File: config.mk
export PLATFORM = sky130hd
export DESIGN_NAME = positional_list_insert_delete
export DESIGN_NICKNAME = d
export VERILOG_FILES = /design/src/sv/pli_pkg.sv /design/src/sv/pli_cell.sv /design/src/sv/pli_ctrl.sv /design/src/sv/positional_list_insert_delete.sv
export SDC_FILE = /design/constraint.sdc
export NUM_CORES = 2
export LEC_CHECK = 0
export BUFFER_PORTS_ARGS = -buffer_cell sky130_fd_sc_hd__buf_2
export CAP_MARGIN = 10
export CORE_MARGIN = 4
export CORE_UTILIZATION = 70
export DETAILED_ROUTE_END_ITERATION = 8
export GPL_TIMING_DRIVEN = 0
export PLACE_DENSITY = 0.87
export SLEW_MARGIN = 20
export SYNTH_ARGS = -nofsm -noshare
export SYNTH_HDL_FRONTEND = slang
export SYNTH_HIERARCHICAL = 1
export SYNTH_SLANG_ARGS = --single-unit
File: constraint.sdc
create_clock -name clk -period 11.6 [get_ports clk]
set_input_delay 1.16 -clock clk [delete_from_list [all_inputs] [get_ports clk]]
set_output_delay 1.16 -clock clk [all_outputs]
set_load 0.03 [all_outputs]
File: src/sv/pli_pkg.sv
`timescale 1ns / 1ps
package pli_pkg;

  localparam int PLI_CAPACITY = 32;

  localparam int VALUE_W  = 32;
  localparam int POS_W    = 6;
  localparam int OP_W     = 2;
  localparam int STATUS_W = 2;
  localparam int COUNT_W  = 6;

  // operation codes
  localparam logic [OP_W-1:0] OP_APPEND = 2'd0;
  localparam logic [OP_W-1:0] OP_INSERT = 2'd1;
  localparam logic [OP_W-1:0] OP_DELETE = 2'd2;

  // status codes
  localparam logic [STATUS_W-1:0] STS_DONE     = 2'd0;
  localparam logic [STATUS_W-1:0] STS_BADPOS   = 2'd1;
  localparam logic [STATUS_W-1:0] STS_NOTFOUND = 2'd2;
  localparam logic [STATUS_W-1:0] STS_FULL     = 2'd3;

  typedef enum logic [1:0] {
    ST_IDLE,
    ST_CMP,
    ST_APPLY
  } state_t;

  // what a cell loads at the next edge
  typedef enum logic [1:0] {
    SEL_HOLD,
    SEL_LOAD,
    SEL_LEFT,
    SEL_RIGHT
  } cell_sel_t;

  typedef struct packed {
    logic [OP_W-1:0]           op;
    logic signed [VALUE_W-1:0] value;
    logic [POS_W-1:0]          pos;
  } req_t;

endpackage

File: src/sv/pli_cell.sv
`timescale 1ns / 1ps
module pli_cell
  import pli_pkg::*;
(
  input  logic                      clk,
  input  cell_sel_t                 sel,
  input  logic signed [VALUE_W-1:0] load_value,
  input  logic signed [VALUE_W-1:0] left_data,
  input  logic signed [VALUE_W-1:0] right_data,
  output logic signed [VALUE_W-1:0] data,
  output logic                      eq
);

  logic signed [VALUE_W-1:0] data_r;
  logic signed [VALUE_W-1:0] data_nxt;

  // pick the next entry: hold, take the request value, or shift from a neighbor
  always_comb begin
    case (sel)
      SEL_HOLD:  data_nxt = data_r;
      SEL_LOAD:  data_nxt = load_value;
      SEL_LEFT:  data_nxt = left_data;
      SEL_RIGHT: data_nxt = right_data;
      default:   data_nxt = data_r;
    endcase
  end

  always_ff @(posedge clk) begin
    data_r <= data_nxt;
  end

  assign data = data_r;
  assign eq   = (data_r == load_value);

endmodule

File: src/sv/pli_ctrl.sv
`timescale 1ns / 1ps
module pli_ctrl
  import pli_pkg::*;
#(
  parameter int CAPACITY = PLI_CAPACITY
) (
  input  logic                      clk,
  input  logic                      rst_n,
  input  logic                      in_valid,
  input  req_t                      in_req,
  output logic                      in_ready,
  input  logic [CAPACITY-1:0]       cell_eq,
  output cell_sel_t                 cell_sel [CAPACITY],
  output logic signed [VALUE_W-1:0] req_value,
  output logic                      out_valid,
  input  logic                      out_ready,
  output logic [STATUS_W-1:0]       out_status,
  output logic [COUNT_W-1:0]        out_count,
  output logic                      out_empty
);

  localparam int CNT_W = $clog2(CAPACITY + 1);
  localparam int CMP_W = (CNT_W > POS_W) ? CNT_W : POS_W;

  state_t state_r, state_nxt;
  req_t   req_r, req_nxt;

  logic [CNT_W-1:0]    count_r, count_nxt;
  logic [CAPACITY-1:0] match_r, match_nxt;
  logic [CAPACITY-1:0] hit_low, at_or_above_hit;
  logic [CAPACITY-1:0] below_count;
  logic [CMP_W-1:0]    pos_ext, count_ext;

  logic                out_valid_r, out_valid_nxt;
  logic [STATUS_W-1:0] status_r, status_nxt;
  logic [COUNT_W-1:0]  ocount_r, ocount_nxt;
  logic                empty_r, empty_nxt;

  logic load_req, capture_match, apply_go;
  logic full, found, pos_bad;
  logic [STATUS_W-1:0] status_calc;
  logic [CNT_W-1:0]    count_calc;

  assign pos_ext   = CMP_W'(req_r.pos);
  assign count_ext = CMP_W'(count_r);
  assign full      = (count_r == CNT_W'(CAPACITY));
  assign pos_bad   = (pos_ext > count_ext);
  assign found     = |match_r;

  // isolate the lowest matching cell and mark it and every cell above
  assign hit_low         = match_r & (~match_r + CAPACITY'(1));
  assign at_or_above_hit = ~(hit_low - CAPACITY'(1));

  // next state
  always_comb begin
    state_nxt = state_r;
    case (state_r)
      ST_IDLE:  if (in_valid) state_nxt = ST_CMP;
      ST_CMP:   state_nxt = ST_APPLY;
      ST_APPLY: if (apply_go) state_nxt = ST_IDLE;
      default:  state_nxt = ST_IDLE;
    endcase
  end

  // state outputs
  always_comb begin
    in_ready      = 1'b0;
    load_req      = 1'b0;
    capture_match = 1'b0;
    apply_go      = 1'b0;
    case (state_r)
      ST_IDLE: begin
        in_ready = 1'b1;
        load_req = in_valid;
      end
      ST_CMP:   capture_match = 1'b1;
      ST_APPLY: apply_go = !out_valid_r || out_ready;
      default: begin
        in_ready = 1'b0;
      end
    endcase
  end

  // hold the request while it is worked on
  assign req_nxt   = load_req ? in_req : req_r;
  assign req_value = req_r.value;

  // flag live entries for the compare results and choose what each cell loads
  genvar g;
  generate
    for (g = 0; g < CAPACITY; g++) begin : g_cell_ctl
      assign below_count[g] = (CNT_W'(g) < count_r);

      always_comb begin
        cell_sel[g] = SEL_HOLD;
        if (apply_go) begin
          case (req_r.op)
            OP_APPEND: begin
              if (!full && CNT_W'(g) == count_r) cell_sel[g] = SEL_LOAD;
            end
            OP_INSERT: begin
              if (!pos_bad && !full) begin
                if (CMP_W'(g) == pos_ext) begin
                  cell_sel[g] = SEL_LOAD;
                end else if (CMP_W'(g) > pos_ext && CMP_W'(g) <= count_ext) begin
                  cell_sel[g] = SEL_LEFT;
                end
              end
            end
            OP_DELETE: begin
              if (found && at_or_above_hit[g] && (CNT_W'(g) + CNT_W'(1)) < count_r) begin
                cell_sel[g] = SEL_RIGHT;
              end
            end
            default: cell_sel[g] = SEL_HOLD;
          endcase
        end
      end
    end
  endgenerate

  assign match_nxt = capture_match ? (cell_eq & below_count) : match_r;

  // status and new count of the operation
  always_comb begin
    status_calc = STS_DONE;
    count_calc  = count_r;
    case (req_r.op)
      OP_APPEND: begin
        if (full) status_calc = STS_FULL;
        else count_calc = count_r + CNT_W'(1);
      end
      OP_INSERT: begin
        if (pos_bad) status_calc = STS_BADPOS;
        else if (full) status_calc = STS_FULL;
        else count_calc = count_r + CNT_W'(1);
      end
      OP_DELETE: begin
        if (!found) status_calc = STS_NOTFOUND;
        else count_calc = count_r - CNT_W'(1);
      end
      default: status_calc = STS_DONE;
    endcase
  end

  assign count_nxt = apply_go ? count_calc : count_r;

  // result register: load on apply, drop once taken
  always_comb begin
    out_valid_nxt = out_valid_r;
    status_nxt    = status_r;
    ocount_nxt    = ocount_r;
    empty_nxt     = empty_r;
    if (apply_go) begin
      out_valid_nxt = 1'b1;
      status_nxt    = status_calc;
      ocount_nxt    = COUNT_W'(count_calc);
      empty_nxt     = (count_calc == '0);
    end else if (out_ready) begin
      out_valid_nxt = 1'b0;
    end
  end

  always_ff @(posedge clk) begin
    if (!rst_n) begin
      state_r     <= ST_IDLE;
      count_r     <= '0;
      out_valid_r <= 1'b0;
    end else begin
      state_r     <= state_nxt;
      count_r     <= count_nxt;
      out_valid_r <= out_valid_nxt;
    end
  end

  always_ff @(posedge clk) begin
    req_r    <= req_nxt;
    match_r  <= match_nxt;
    status_r <= status_nxt;
    ocount_r <= ocount_nxt;
    empty_r  <= empty_nxt;
  end

  assign out_valid  = out_valid_r;
  assign out_status = status_r;
  assign out_count  = ocount_r;
  assign out_empty  = empty_r;

endmodule

File: src/sv/positional_list_insert_delete.sv
`timescale 1ns / 1ps
// Ordered list of signed 32-bit entries held in a row of cells, one entry
// per cell. Each request on the in_ stream asks for append, insert at a
// position, or delete of the first entry equal to a value; each request
// yields exactly one result on the out_ stream carrying status, entry
// count and an empty flag.
// Sequence: a request is taken in the idle state, the cells compare in the
// compare state, and the shift and result load happen in the apply state,
// after which the result shows on out_tvalid. A new request is taken only
// once the previous one has been applied, as set by the request register,
// the registered match vector and the apply step of the control sequencer.
// A result waits in the output register while out_tready is low; the next
// request is still accepted, and its apply step holds until the waiting
// result is taken.
// Reset (rst_n low, synchronous) empties the list and drops any pending
// result; cell contents are not cleared and need no clearing pass, since
// only entries below the count are ever used.
module positional_list_insert_delete
  import pli_pkg::*;
#(
  parameter int CAPACITY = PLI_CAPACITY
) (
  input  logic        clk,
  input  logic        rst_n,
  input  logic        in_tvalid,
  output logic        in_tready,
  input  logic [39:0] in_tdata,   // value[31:0], position[37:32], zero pad
  input  logic [1:0]  in_tuser,   // operation[1:0]
  output logic        out_tvalid,
  input  logic        out_tready,
  output logic [7:0]  out_tdata,  // count[5:0], zero pad
  output logic [2:0]  out_tuser   // status[1:0], empty_res[2]
);

  req_t                      in_req;
  logic signed [VALUE_W-1:0] req_value;
  logic signed [VALUE_W-1:0] ent [CAPACITY];
  logic [CAPACITY-1:0]       cell_eq;
  cell_sel_t                 cell_sel [CAPACITY];
  logic [STATUS_W-1:0]       status;
  logic [COUNT_W-1:0]        count;
  logic                      empty_res;

  // unpack the request
  assign in_req.op    = in_tuser;
  assign in_req.value = in_tdata[31:0];
  assign in_req.pos   = in_tdata[37:32];

  pli_ctrl #(
    .CAPACITY(CAPACITY)
  ) u_ctrl (
    .clk        (clk),
    .rst_n      (rst_n),
    .in_valid   (in_tvalid),
    .in_req     (in_req),
    .in_ready   (in_tready),
    .cell_eq    (cell_eq),
    .cell_sel   (cell_sel),
    .req_value  (req_value),
    .out_valid  (out_tvalid),
    .out_ready  (out_tready),
    .out_status (status),
    .out_count  (count),
    .out_empty  (empty_res)
  );

  // row of cells, each linked to its neighbors, the ends fed zero
  genvar g;
  generate
    for (g = 0; g < CAPACITY; g++) begin : g_cells
      logic signed [VALUE_W-1:0] left_d, right_d;
      if (g == 0) begin : g_first
        assign left_d = '0;
      end else begin : g_mid_l
        assign left_d = ent[g-1];
      end
      if (g == CAPACITY - 1) begin : g_last
        assign right_d = '0;
      end else begin : g_mid_r
        assign right_d = ent[g+1];
      end

      pli_cell u_cell (
        .clk        (clk),
        .sel        (cell_sel[g]),
        .load_value (req_value),
        .left_data  (left_d),
        .right_data (right_d),
        .data       (ent[g]),
        .eq         (cell_eq[g])
      );
    end
  endgenerate

  // pack the result
  assign out_tdata = {2'b00, count};
  assign out_tuser = {empty_res, status};

endmodule

==> metrics.csv <==
metric,value,unit
cts_num_sinks,1114,
tightestPinTransition,1.293,ns
drv_slew,0,
report.power.total,9.116,mW
max_freq,0.1661,GHz
yosysTopAreaCell,edfxtp_1,
synthAdderAreaFrac,0.1795,%
cts_root_buf,clkbuf_16,
remaining_drc_errors,0,
period_needed,6.020,ns
yosysWarnings,6,
critPathCaptureType,flip-flop,
syn_area,69700,µm²
fin_setup_tns,0,ns
async_reset_ff_share,0,%
wirelength,232100,µm
drive_gt1_share,8.351,%
relSlewSlack,13.00,%
die_w,323.5,µm
critPathLaunchType,flip-flop,
ys_top_cells_by_count,"nor2_1 (1118), edfxtp_1 (1105), a21oi_1 (1100), mux2i_1 (1024), xor2_1 (1024)",
synth.distinct_cells,72,
critical_path_arrival,6.39,ns
nets,6849,
vias,57300,
gr-total-overflow,0,
yosys-top-cells-area,"edfxtp_1 (48%), mux2i_1 (15%), xor2_1 (13%), a21oi_1 (7.9%), nor2_1 (6.0%)",
setup_viol_count_final,0,
finalHoldViolCount,0,
die_area,104700,µm²
post_drt_wl_per_cell,28.36,µm
status,finished clean,
synthCells,6549,
rows,115,
antenna_found_initial,4,
stdcell_count,8185,
synthToLayoutAreaGrowth,8.673,%
htree_levels,3,
pin_count,59,
syn_area_per_cell,10.64,µm²
post-route-period-util,51.90,%
core_area,98560,µm²
grt_pass1_wl,342100,µm
die_y,323.5,µm
criticalPathCategory,reg2reg,
hpwl,163200,µm
ant_nets,0,
synth.area.mux_share,14.71,%
avgViaCountPerCell,7.001,
cp_max_fo,32,
drtPass1Iterations,6,
synth_most_common_cell,nor2_1,
clock_skew,0.02804,ns
clock_path_buffers,3,
ir_worst_vdd,0.0001702,V
cts.reportedPaths.clkPinSlew,0.06,ns
synth_edf_count,1105,
cts_tree,yes,
ys.flop_type,edfxtp_1,
grt_max_degree,65,
start_util,70.71,%
crit_required,11.97,ns
rsz0062_at_grt,false,
cts_resized,0,
hp-class,in2reg,
p_per_area,120.4,nW/µm²
synth_top_family_by_area,multiplexers,
p_leak,25.01,nW
synth-xor-area-share,12.88,%
yosys.area_share.simple,11.03,%
drtIter0Drc,10480,
port_buffers,54,
netlist.area_leader.share,47.61,%
cts_setup_buffers,0,
grt_pass1_vias,53990,
ys_seq_elements,1114,
synth-compound-area-share,9.296,%
place.gp.congestion,1.003,
cts_hold_buffers,0,
placed_cells,7956,
drv_cap,0,
clk_latency,0.75,ns
yosysSeqAreaShare,47.87,%
numCtsBuffers,120,
track_usage,43.22,%
-- registers in the layout (all words and copies together), names as in the netlist --
register / cells
u_ctrl/out_valid: 1
u_ctrl/state_r: 2
g_cells.u_cell/data: 1024
u_ctrl/match_r: 32
u_ctrl/count_ext: 6
u_ctrl/req_value: 32
u_ctrl/out_count: 6
u_ctrl/out_empty: 1
u_ctrl/req_r: 2
u_ctrl/pos_ext: 6
u_ctrl/out_status: 2
-- critical path, stage by stage, from the launching register on --
cell and delay (ns):
dfxtp_1 0.36, buf_2 0.33, clkinv_1 0.59, ha_1 0.60, nor2b_1 0.25, nand3_1 0.22, nand2_1 0.16, nor3_1 0.81
clkbuf_1 0.56, nand3_1 0.22, a31oi_1 0.36, buf_4 0.27, buf_6 0.19, or2_2 0.69
-- cell type report --
cell class                      count  area [µm²]
Timing Repair Buffer               57       352.8
Fill cell                        6489       22820
Antenna cell                        1       2.502
Clock inverter                     70       610.6
Tap cell                         1287        1610
Multi-Input combinational cell   5057       33780
Clock buffer                      156        3189
Sequential cell                  1114       33360
Inverter                           13       48.80
Buffer                            430        2784
-- power breakdown --
part           switching (mW)  internal, mW
clock                    1.64          2.15
sequential             0.0252          4.46
combinational           0.571         0.261
total                    2.24          6.87
-- layer usage --
layer	track usage (%)	vias to the layer above	share of wire, %
met5	0	-	0.0056
met1	60.76	26890	36
met3	8.922	949	14
met4	23.40	2	6.9
li1	-	24200	-
met2	63.56	5260	42
-- cell families (layout without fill, tap and decap cells) --
kind of cell             count (synthesis)  after routing
AO/OA/AOI/OAI                         1233           1233
XOR/XNOR                              1025           1025
adder cells (fa/ha/maj)                 10             10
buffers and inverters                  443            726
flip-flops                            1114           1114
multiplexers                          1024           1024
other                                    1             67
AND/OR/NAND/NOR                       1699           1699
-- cell usage in the layout (no fill, tap or decap), drive strengths merged, types with 7 or more instances in the layout --
cell type  count
nor2        1120
edfxtp      1105
a21oi       1101
mux2i       1024
xor2        1024
buf          360
clkbuf       283
nor4         269
nand4         72
nand2         69
conb          66
clkinv        56
nand3         38
or2           35
o21ai         33
nor3          27
and2          25
a31oi         19
o211ai        18
a32oi         17
inv           16
nor2b         13
bufinv        10
or3           10
ha            10
dfxtp          9
nand2b         7
and3           7
-- stage by stage --
step	hold slack, ns	worst slack [ns]	instance area [µm²]	util (%)
finish	0.5829	5.580	75740	76.84
global route	0.5662	5.622	75740	76.84
CTS	0.5587	5.919	75670	76.77
detailed placement	0.5492	5.943	71870	72.92
global placement	0.5267	5.831	71820	72.87
floorplan	0.5085	7.800	69940	-
-- final timing paths --
kind	start	to	slack (ns)	cells past startpoint
worst max-delay path	u_ctrl/count_ext[1]	g_cells[31].u_cell/data[14]	5.58	13
worst min-delay path	in_tdata[4]	u_ctrl/req_value[4]	0.58	1
worst max register to register	u_ctrl/count_ext[1]	g_cells[31].u_cell/data[14]	5.58	13
worst min register to register	u_ctrl/out_valid	u_ctrl/out_valid	0.58	2
(Power assumes the default switching activity.)
